===== config.mk =====
export PLATFORM = sky130hd
export DESIGN_NAME = keyboard_matrix_key_queue
export DESIGN_NICKNAME = d
export VERILOG_FILES = /design/src/hdl/kbq_pkg.sv /design/src/hdl/kbq_ctrl.sv /design/src/hdl/kbq_dp.sv /design/src/hdl/keyboard_matrix_key_queue.sv
export VERILOG_INCLUDE_DIRS = /design/src /design/src/hdl
export SDC_FILE = /design/constraint.sdc
export NUM_CORES = 1
export LEC_CHECK = 0
export ABC_AREA = 1
export BUFFER_PORTS_ARGS = -buffer_cell sky130_fd_sc_hd__buf_4
export CAP_MARGIN = 20
export CELL_PAD_IN_SITES_DETAIL_PLACEMENT = 0
export CELL_PAD_IN_SITES_GLOBAL_PLACEMENT = 1
export CORE_AREA = 2 2 151 153
export DETAILED_ROUTE_END_ITERATION = 12
export DIE_AREA = 0 0 153 155
export GPL_TIMING_DRIVEN = 0
export MAX_ROUTING_LAYER = met4
export PLACE_DENSITY_LB_ADDON = 0.1
export SLEW_MARGIN = 30
export SYNTH_ARGS = -nofsm -noshare
export SYNTH_HDL_FRONTEND = slang
export SYNTH_SLANG_ARGS = --single-unit

===== constraint.sdc =====
create_clock -name clock -period 5.8 [get_ports clock]
set_input_delay 1.16 -clock clock [delete_from_list [all_inputs] [get_ports clock]]
set_output_delay 1.16 -clock clock [all_outputs]
set_load 0.005 [all_outputs]

===== src/hdl/assert_macros.svh =====
// Assertion macros shared by the keyboard key queue RTL.
// Included by files that carry concurrent assertions; needs no package.
`ifndef ASSERT_MACROS_SVH
`define ASSERT_MACROS_SVH
`ifndef SYNTHESIS
// Same-cycle implication, checked at every rising clock edge outside reset.
`define ASSERT_IMPLIES(label, clk, rst, ante, cons) \
   label: assert property (@(posedge clk) disable iff (rst) (ante) |-> (cons)) \
      else $error("assertion failed");
// Next-cycle implication, checked at every rising clock edge outside reset.
`define ASSERT_NEXT(label, clk, rst, ante, cons) \
   label: assert property (@(posedge clk) disable iff (rst) (ante) |=> (cons)) \
      else $error("assertion failed");
`else
`define ASSERT_IMPLIES(label, clk, rst, ante, cons)
`define ASSERT_NEXT(label, clk, rst, ante, cons)
`endif
`endif


===== src/hdl/kbq_pkg.sv =====
// Package for the keyboard key queue: types, codes, host key constants,
// the key matrix table and the host key translation. No dependencies.
package kbq_pkg;

   localparam int KBQ_QUEUE_DEPTH = 16;

   localparam int KBQ_ENTRY_W = 11;
   localparam int KBQ_CHAR_W  = 8;

   typedef enum logic [1:0] {
      OP_PUSH  = 2'd0,
      OP_READ  = 2'd1,
      OP_WRITE = 2'd2,
      OP_NONE  = 2'd3
   } kbq_op_type;

   typedef enum logic [1:0] {
      ST_IDLE,
      ST_EXEC,
      ST_RESP
   } kbq_state_type;

   typedef struct packed {
      logic load;
      logic exec;
   } kbq_cmd_type;

   // Serial bit addresses.
   localparam logic [4:0] ADDR_ROW_FIRST = 5'd3;
   localparam logic [4:0] ADDR_ROW_LAST  = 5'd10;
   localparam logic [4:0] ADDR_LAST_COL  = 5'd5;
   localparam logic [4:0] ADDR_FN        = 5'd7;
   localparam logic [4:0] ADDR_SHIFT     = 5'd8;
   localparam logic [4:0] ADDR_CTRL      = 5'd9;
   localparam logic [4:0] ADDR_COL0      = 5'd18;
   localparam logic [4:0] ADDR_COL1      = 5'd19;
   localparam logic [4:0] ADDR_COL2      = 5'd20;
   localparam logic [4:0] ADDR_CAPS      = 5'd21;

   localparam logic [2:0] COL_FIRST_DEAD = 3'd6;

   // Host key codes.
   localparam logic [23:0] HK_BKSP  = 24'h000008;
   localparam logic [23:0] HK_DEL   = 24'h00007F;
   localparam logic [23:0] HK_ESC   = 24'h00001B;
   localparam logic [23:0] HK_UP    = 24'h415B1B;
   localparam logic [23:0] HK_DOWN  = 24'h425B1B;
   localparam logic [23:0] HK_RIGHT = 24'h435B1B;
   localparam logic [23:0] HK_LEFT  = 24'h445B1B;
   localparam logic [23:0] HK_ESC_MASK = 24'hFF00FF;
   localparam logic [7:0]  BYTE_MASK   = 8'hFF;

   localparam logic [2:0] FLAG_FN    = 3'b001;
   localparam logic [2:0] FLAG_SHIFT = 3'b010;
   localparam logic [2:0] FLAG_CTRL  = 3'b100;
   localparam logic [2:0] FLAG_NONE  = 3'b000;

   // Character at one row and column of the 8x6 key matrix.
   function automatic logic [7:0] matrix_char(input logic [2:0] row, input logic [2:0] col);
      logic [47:0] line;
      logic [7:0]  ch;
      begin
         unique case (row)
            3'd0:    line = {"/", "N", "M", ",", ".", "="};
            3'd1:    line = {";", "H", "J", "K", "L", " "};
            3'd2:    line = {"P", "Y", "U", "I", "O", 8'h0A};
            3'd3:    line = {"0", "6", "7", "8", "9", 8'h00};
            3'd4:    line = {"1", "5", "4", "3", "2", 8'h00};
            3'd5:    line = {"A", "G", "F", "D", "S", 8'h00};
            3'd6:    line = {"Q", "T", "R", "E", "W", 8'h00};
            default: line = {"Z", "B", "V", "C", "X", 8'h00};
         endcase
         unique case (col)
            3'd0:    ch = line[7:0];
            3'd1:    ch = line[15:8];
            3'd2:    ch = line[23:16];
            3'd3:    ch = line[31:24];
            3'd4:    ch = line[39:32];
            3'd5:    ch = line[47:40];
            default: ch = 8'h00;
         endcase
         return ch;
      end
   endfunction

   // Host key to key entry: {ctrl, shift, fn, character}.
   function automatic logic [10:0] translate(input logic [23:0] hk);
      logic [7:0] c;
      logic [10:0] ent;
      begin
         c = hk[7:0] & BYTE_MASK;
         case (hk) inside
            24'h00007E: ent = {FLAG_FN, "W"};
            24'h00005B: ent = {FLAG_FN, "R"};
            24'h00005D: ent = {FLAG_FN, "T"};
            24'h00005F: ent = {FLAG_FN, "U"};
            24'h00003F: ent = {FLAG_FN, "I"};
            24'h000027: ent = {FLAG_FN, "O"};
            24'h000022: ent = {FLAG_FN, "P"};
            24'h00007C: ent = {FLAG_FN, "A"};
            24'h00007B: ent = {FLAG_FN, "F"};
            24'h00007D: ent = {FLAG_FN, "G"};
            24'h00005C: ent = {FLAG_FN, "Z"};
            24'h000060: ent = {FLAG_FN, "C"};
            24'h000021: ent = {FLAG_SHIFT, "1"};
            24'h000040: ent = {FLAG_SHIFT, "2"};
            24'h000023: ent = {FLAG_SHIFT, "3"};
            24'h000024: ent = {FLAG_SHIFT, "4"};
            24'h000025: ent = {FLAG_SHIFT, "5"};
            24'h00005E: ent = {FLAG_SHIFT, "6"};
            24'h000026: ent = {FLAG_SHIFT, "7"};
            24'h00002A: ent = {FLAG_SHIFT, "8"};
            24'h000028: ent = {FLAG_SHIFT, "9"};
            24'h000029: ent = {FLAG_SHIFT, "0"};
            24'h00002B: ent = {FLAG_SHIFT, "="};
            24'h00002D: ent = {FLAG_SHIFT, "/"};
            24'h00003A: ent = {FLAG_SHIFT, ";"};
            24'h00003C: ent = {FLAG_SHIFT, ","};
            24'h00003E: ent = {FLAG_SHIFT, "."};
            24'h00000A,
            24'h00000D: ent = {FLAG_NONE, 8'h0A};
            HK_BKSP,
            HK_DEL,
            HK_LEFT:    ent = {FLAG_FN, "S"};
            HK_RIGHT:   ent = {FLAG_FN, "D"};
            HK_UP:      ent = {FLAG_FN, "E"};
            HK_DOWN:    ent = {FLAG_FN, "X"};
            default: begin
               if (hk < HK_ESC) begin
                  // Control codes map to ctrl plus 'A'+c-1, so code 0 gives '@'.
                  ent = {FLAG_CTRL, 8'(8'h40 + hk[7:0])};
               end else if ((hk & HK_ESC_MASK) == HK_ESC) begin
                  ent = {FLAG_FN, hk[15:8]};
               end else if (c >= "A" && c <= "Z") begin
                  ent = {FLAG_SHIFT, c};
               end else if (c >= "a" && c <= "z") begin
                  ent = {FLAG_NONE, 8'(c - 8'h20)};
               end else begin
                  ent = {FLAG_NONE, c};
               end
            end
         endcase
         return ent;
      end
   endfunction

endpackage


===== src/hdl/kbq_ctrl.sv =====
// Controller for the keyboard key queue: accept, execute, respond sequence.
// Depends on kbq_pkg for the state and command types.
module kbq_ctrl
   import kbq_pkg::*;
(
   input  logic        clock,
   input  logic        reset,
   input  logic        req_valid,
   output logic        req_stall,
   output logic        rsp_valid,
   input  logic        rsp_stall,
   output kbq_cmd_type cmd
);

   kbq_state_type state_ff, state_in;

   always_ff @(posedge clock) begin
      if (reset) begin
         state_ff <= ST_IDLE;
      end else begin
         state_ff <= state_in;
      end
   end

   always_comb begin
      state_in  = state_ff;
      req_stall = 1'b1;
      rsp_valid = 1'b0;
      cmd       = '0;
      unique case (state_ff)
         ST_IDLE: begin
            req_stall = 1'b0;
            if (req_valid) begin
               cmd.load = 1'b1;
               state_in = ST_EXEC;
            end
         end
         ST_EXEC: begin
            cmd.exec = 1'b1;
            state_in = ST_RESP;
         end
         ST_RESP: begin
            rsp_valid = 1'b1;
            // A new item may enter in the cycle the result leaves.
            req_stall = rsp_stall;
            if (!rsp_stall) begin
               if (req_valid) begin
                  cmd.load = 1'b1;
                  state_in = ST_EXEC;
               end else begin
                  state_in = ST_IDLE;
               end
            end
         end
         default: state_in = ST_IDLE;
      endcase
   end

endmodule


===== src/hdl/kbq_dp.sv =====
// Datapath for the keyboard key queue: item registers, key queue memory,
// pointers, column select, caps flag and result registers. Uses kbq_pkg.
module kbq_dp
   import kbq_pkg::*;
#(
   parameter int QUEUE_DEPTH = KBQ_QUEUE_DEPTH
) (
   input  logic        clock,
   input  logic        reset,
   input  kbq_cmd_type cmd,
   input  logic [1:0]  req_opcode,
   input  logic [4:0]  req_bit_address,
   input  logic        req_write_bit,
   input  logic [23:0] req_host_key,
   output logic        rsp_read_bit,
   output logic        rsp_handled
);

   localparam int PTR_W = (QUEUE_DEPTH > 1) ? $clog2(QUEUE_DEPTH) : 1;
   localparam logic [PTR_W-1:0] PTR_LAST = PTR_W'(QUEUE_DEPTH - 1);

   logic [KBQ_ENTRY_W-1:0] mem [QUEUE_DEPTH];
   logic [KBQ_ENTRY_W-1:0] rd_data_ff;

   kbq_op_type  op_ff;
   logic [4:0]  addr_ff;
   logic        wbit_ff;
   logic [23:0] hk_ff;

   logic [PTR_W-1:0] head_ff, head_in, tail_ff, tail_in;
   logic [2:0]       col_ff, col_in;
   logic             caps_ff, caps_in;
   logic             read_bit_ff, read_bit_in;
   logic             handled_ff, handled_in;

   logic [KBQ_ENTRY_W-1:0] push_entry;
   logic                   push_en;
   logic [2:0]             row;
   logic                   row_match;

   always_ff @(posedge clock) begin
      if (cmd.load) begin
         op_ff   <= kbq_op_type'(req_opcode);
         addr_ff <= req_bit_address;
         wbit_ff <= req_write_bit;
         hk_ff   <= req_host_key;
      end
   end

   assign push_entry = translate(hk_ff);
   assign push_en    = cmd.exec && (op_ff == OP_PUSH);

   // Key queue storage: write at the head, registered read at the tail.
   always_ff @(posedge clock) begin
      if (push_en) begin
         mem[head_ff] <= push_entry;
      end
      rd_data_ff <= mem[tail_ff];
   end

   assign row       = 3'(addr_ff - ADDR_ROW_FIRST);
   assign row_match = (col_ff < COL_FIRST_DEAD) &&
                      (matrix_char(row, col_ff) == rd_data_ff[KBQ_CHAR_W-1:0]);

   always_comb begin
      head_in     = head_ff;
      tail_in     = tail_ff;
      col_in      = col_ff;
      caps_in     = caps_ff;
      read_bit_in = 1'b1;
      handled_in  = 1'b0;
      case (op_ff)
         OP_PUSH: begin
            head_in = (head_ff == PTR_LAST) ? '0 : head_ff + 1'b1;
         end
         OP_READ: begin
            if (addr_ff >= ADDR_ROW_FIRST && addr_ff <= ADDR_ROW_LAST) begin
               handled_in = 1'b1;
               if (!caps_ff && addr_ff == ADDR_FN) begin
                  read_bit_in = 1'b1;
               end else if (head_ff == tail_ff) begin
                  read_bit_in = 1'b1;
               end else if (col_ff == 3'd0 && addr_ff > ADDR_LAST_COL) begin
                  // Column 0 rows beyond the keys carry the modifier flags.
                  if (addr_ff == ADDR_FN) begin
                     read_bit_in = !rd_data_ff[8];
                  end else if (addr_ff == ADDR_SHIFT) begin
                     read_bit_in = !rd_data_ff[9];
                  end else if (addr_ff == ADDR_CTRL) begin
                     read_bit_in = !rd_data_ff[10];
                  end else begin
                     read_bit_in = 1'b1;
                  end
               end else begin
                  if (col_ff == 3'd0 && addr_ff == ADDR_ROW_FIRST) begin
                     tail_in = (tail_ff == PTR_LAST) ? '0 : tail_ff + 1'b1;
                  end
                  read_bit_in = !row_match;
               end
            end
         end
         OP_WRITE: begin
            unique case (addr_ff)
               ADDR_COL0: begin
                  col_in[0]  = wbit_ff;
                  handled_in = 1'b1;
               end
               ADDR_COL1: begin
                  col_in[1]  = wbit_ff;
                  handled_in = 1'b1;
               end
               ADDR_COL2: begin
                  col_in[2]  = wbit_ff;
                  handled_in = 1'b1;
               end
               ADDR_CAPS: begin
                  caps_in    = wbit_ff;
                  handled_in = 1'b1;
               end
               default: handled_in = 1'b0;
            endcase
         end
         default: handled_in = 1'b0;
      endcase
   end

   always_ff @(posedge clock) begin
      if (reset) begin
         head_ff <= '0;
         tail_ff <= '0;
         col_ff  <= '0;
         caps_ff <= 1'b0;
      end else if (cmd.exec) begin
         head_ff <= head_in;
         tail_ff <= tail_in;
         col_ff  <= col_in;
         caps_ff <= caps_in;
      end
   end

   always_ff @(posedge clock) begin
      if (cmd.exec) begin
         read_bit_ff <= read_bit_in;
         handled_ff  <= handled_in;
      end
   end

   assign rsp_read_bit = read_bit_ff;
   assign rsp_handled  = handled_ff;

endmodule


===== src/hdl/keyboard_matrix_key_queue.sv =====
// Channel   Direction  Handshake          Payload
// req       in         req_valid/stall    opcode, bit_address, write_bit, host_key
// rsp       out        rsp_valid/stall    read_bit, handled
//
// Each item passes through an accept step, an execute step and a result step; with
// the result taken at once and the next item waiting, the next item is accepted as
// the result leaves, not before.
// Reset is synchronous and clears pointers, column select, caps flag and control.
// A stalled result holds the block; the next item is accepted as the result leaves.
// Top level of the keyboard key queue; uses kbq_pkg, kbq_ctrl, kbq_dp and
// the assertion macros in assert_macros.svh.
`include "assert_macros.svh"
module keyboard_matrix_key_queue
   import kbq_pkg::*;
#(
   parameter int QUEUE_DEPTH = KBQ_QUEUE_DEPTH
) (
   input  logic        clock,
   input  logic        reset,
   input  logic        req_valid,
   output logic        req_stall,
   input  logic [1:0]  req_opcode,
   input  logic [4:0]  req_bit_address,
   input  logic        req_write_bit,
   input  logic [23:0] req_host_key,
   output logic        rsp_valid,
   input  logic        rsp_stall,
   output logic        rsp_read_bit,
   output logic        rsp_handled
);

   kbq_cmd_type cmd;

   kbq_ctrl u_ctrl (
      .clock     (clock),
      .reset     (reset),
      .req_valid (req_valid),
      .req_stall (req_stall),
      .rsp_valid (rsp_valid),
      .rsp_stall (rsp_stall),
      .cmd       (cmd)
   );

   kbq_dp #(
      .QUEUE_DEPTH (QUEUE_DEPTH)
   ) u_dp (
      .clock           (clock),
      .reset           (reset),
      .cmd             (cmd),
      .req_opcode      (req_opcode),
      .req_bit_address (req_bit_address),
      .req_write_bit   (req_write_bit),
      .req_host_key    (req_host_key),
      .rsp_read_bit    (rsp_read_bit),
      .rsp_handled     (rsp_handled)
   );

   `ASSERT_NEXT(a_one_item_at_a_time, clock, reset, req_valid && !req_stall, req_stall)
   `ASSERT_NEXT(a_exec_gives_result, clock, reset, cmd.exec, rsp_valid)
   `ASSERT_IMPLIES(a_unhandled_reads_high, clock, reset, rsp_valid && !rsp_handled, rsp_read_bit)

endmodule


==> results.sh <==
export IMPL_nets=1288
export IMPL_async_reset_ff_share_pct=0
export IMPL_r2r_end="u_dp.mem[7][5]"
export IMPL_drt_wl_total_um=30300
export IMPL_rsz0062_at_grt="false"
export IMPL_cts_repair_resized=0
export IMPL_htree_levels=1
export IMPL_cts_sinks=235
export IMPL_io_pins=40
export IMPL_pwr_density_cell_mw_per_mm2=286
export IMPL_path_clk_slew_ns=0.06
export IMPL_yosysMostFrequentCell="edfxtp_1"
export IMPL_area_growth_pct=14.3
export IMPL_hp_class="reg2reg"
export IMPL_synth_top_area_share_pct=54.6
export IMPL_hpwlAfterDp_um=21700
export IMPL_grt_pass1_wl_um=47200
export IMPL_clk_path_buf_depth=3
export IMPL_hold_slack_ns=0.518
export IMPL_status="finished clean"
export IMPL_dr_pass1_iters=6
export IMPL_rrSetupSlack_ns=2.59
export IMPL_finalHoldViolations=0
export IMPL_final_min_clock_period_ns=3.21
export IMPL_antenna_cells=0
export IMPL_synth_seq_area_share_pct=58.9
export IMPL_maxSlewHeadroom_pct=39.8
export IMPL_ys_top_cells_by_area="edfxtp_1 55%, nor2_1 6.8%, nand2_1 5.7%, dfxtp_1 4.3%, nand3_1 3.6%"
export IMPL_core_area_mm2=0.0222
export IMPL_portBuffers=38
export IMPL_rows=55
export IMPL_tns_ns=0
export IMPL_dieHeight_um=155
export IMPL_grt_pass1_vias=8341
export IMPL_die_x_um=153
export IMPL_setup_worst_path_start_class="flip-flop"
export IMPL_leakage_nw=4.93
export IMPL_antenna_found_initial=0
export IMPL_yosysWarnings=0
export IMPL_wl_per_cell_um=19.7
export IMPL_final_setup_viol_count=0
export IMPL_drc_errors=0
export IMPL_cts_buffers=26
export IMPL_netlist_area_mm2=0.0116
export IMPL_root_buffer="clkbuf_16"
export IMPL_globalRoute_totalOverflow=0
export IMPL_die_area_mm2=0.0237
export IMPL_crit_required_ns=6.01
export IMPL_yosysTopAreaCell="edfxtp_1"
export IMPL_syn_inst=1164
export IMPL_antenna_left=0
export IMPL_grt_max_degree=26
export IMPL_regToRegStartpoint="u_dp.hk_ff[7]"
export IMPL_ys_flop_type="edfxtp_1"
export IMPL_finalClockSkew_ns=0.0223
export IMPL_yosys_cell_types_count=54
export IMPL_postCtsSetupBuffers=0
export IMPL_r2r_cells=15
export IMPL_gr_usage_all_layers_pct=26.4
export IMPL_maxSlewViolCount=0
export IMPL_synth_seq_cells=235
export IMPL_avgSynthCellArea_um2=9.93
export IMPL_first_iter_violations=807
export IMPL_worstHoldStart="u_dp.caps_ff"
export IMPL_vias=8816
export IMPL_synth_edff_count=210
export IMPL_endpoint_kind="flip-flop"
export IMPL_cts_hold_buf=0
export IMPL_drv_cap=0
export IMPL_peakVddDrop_mv=0.228
export IMPL_synth_common_cells="210 x edfxtp_1, 208 x nor2_1, 174 x nand2_1, 89 x inv_1, 82 x nand3_1"
export IMPL_path_class="reg2reg"
export IMPL_via_per_inst=5.74
export IMPL_arrival_ns=3.43
export IMPL_fmax_mhz=311
export IMPL_finalWeightedCongestion=0.991
export IMPL_holdPathStages=2
export IMPL_fill_cells=1945
export IMPL_worstPathMaxFanout=16
export IMPL_min_to="u_dp.caps_ff"
export IMPL_worstMarginPinSlew_ns=0.902
export IMPL_syn_nets=1220
export IMPL_tritoncts="built"
export IMPL_initial_utilization_pct=52.0
export IMPL_clock_latency_ns=0.53
export IMPL_drive_above_1_share_pct=13.4
export IMPL_fin_crit_sh_pct=55.4
## worst max-delay path, stage by stage (launching register included)
cell,delay [ns]
edfxtp_1,0.42
inv_1,0.21
ha_1,0.31
nand2_1,0.16
nor2_4,0.21
inv_2,0.14
o21ai_1,0.14
o21ai_1,0.07
nand2_1,0.07
inv_2,0.04
nand2_1,0.08
nand2_1,0.07
nand3_1,0.08
and3_1,0.22
nor2_1,0.07
nor2_2,0.60
## cells by family after synthesis
| logic type | synth area share [%] |
|---|---|
| XOR/XNOR | 0.531 |
| AO/OA/AOI/OAI | 10.4 |
| AND/OR/NAND/NOR | 21.5 |
| flip-flops | 58.9 |
| multiplexers | 1.39 |
| buffers and inverters | 5.18 |
| adder cells (fa/ha/maj) | 2.17 |
## metrics by stage
stage	cell area [um2]	total power, mW	instances	util, %	setup WS [ns]
finish	13200	3.78	1537	59.4	2.59
global route	13200	3.90	1537	59.4	2.30
detailed placement	12300	2.11	1489	55.3	2.56
CTS	13200	3.80	1537	59.3	2.53
floorplan	11600	2.03	1164	-	2.70
global placement	12200	2.11	1487	54.9	2.08
## cells in the final DEF, fill, tap and decap left out, types with 3 or more instances in the layout
cell type	instances
edfxtp_1	210
nor2_1	188
nand2_1	174
inv_1	89
nand3_1	82
o21ai_0	64
clkbuf_1	40
buf_4	40
o32ai_1	28
a21oi_1	26
clkbuf_16	26
nor2_2	25
inv_2	25
dfxtp_1	25
ha_1	20
nor3_1	18
o221ai_1	17
o21ai_1	16
mux2i_1	16
nand4_1	15
o211ai_1	8
nand2_2	6
nor2_4	6
nand3b_1	5
xnor2_1	5
nor4_1	5
bufinv_16	5
buf_2	4
nand2_4	4
o22ai_1	4
a31oi_1	4
clkinv_1	4
a211oi_1	3
nand3_2	3
nor3_4	3
## state kept, by name, summed over array words and instances (netlist names)
name / count
u_dp.mem: 176
u_dp.hk_ff: 24
u_dp.rd_data_ff: 11
u_dp.addr_ff: 5
u_dp.head_ff: 4
u_dp.tail_ff: 4
u_dp.col_ff: 3
u_ctrl.state_ff: 2
u_dp.op_ff: 2
u_dp.caps_ff: 1
u_dp.rsp_handled: 1
u_dp.rsp_read_bit: 1
u_dp.wbit_ff: 1
## worst max-delay path by stage
| stage | startpoint | endpoint | slack [ns] |
|---|---|---|---|
| 2_1_floorplan | rsp_stall | u_dp.addr_ff[0] | 2.70 |
| 3_3_place_gp | rsp_stall | u_dp.hk_ff[1] | 2.08 |
| 3_5_place_dp | u_dp.hk_ff[7] | u_dp.mem[4][10] | 2.56 |
| 4_1_cts | u_dp.hk_ff[7] | u_dp.mem[4][10] | 2.53 |
| 5_1_grt | u_dp.hk_ff[7] | u_dp.mem[7][5] | 2.30 |
| 6_report | u_dp.hk_ff[7] | u_dp.mem[7][5] | 2.59 |
## power by group
group	switching [mW]	internal [mW]	leakage, nW
sequential	0.0174	1.87	2.10
clock	0.638	1.06	0.438
combinational	0.135	0.0583	2.39
total	0.791	2.99	4.93
## metal layers
metal | vias up | wire, um | GRT usage [%]
li1 | 4243 | - | -
met1 | 4220 | 13300 | 35.8
met2 | 297 | 14500 | 43.4
met3 | 56 | 1780 | 2.87
met4 | 0 | 707 | 6.44
met5 | - | 0 | -
## cell type report
cell class / instances / area [um2] / area share (%)
clock buffer: 34 / 691 / 5.23
buffer: 40 / 170 / 1.29
sequential: 235 / 6810 / 51.5
multi-input combinational: 775 / 4220 / 31.9
tap: 285 / 357 / 2.70
inverter: 114 / 428 / 3.24
clock inverter: 14 / 211 / 1.60
timing repair buffer: 40 / 324 / 2.45
Note: power is estimated with default switching activity, not from simulation.
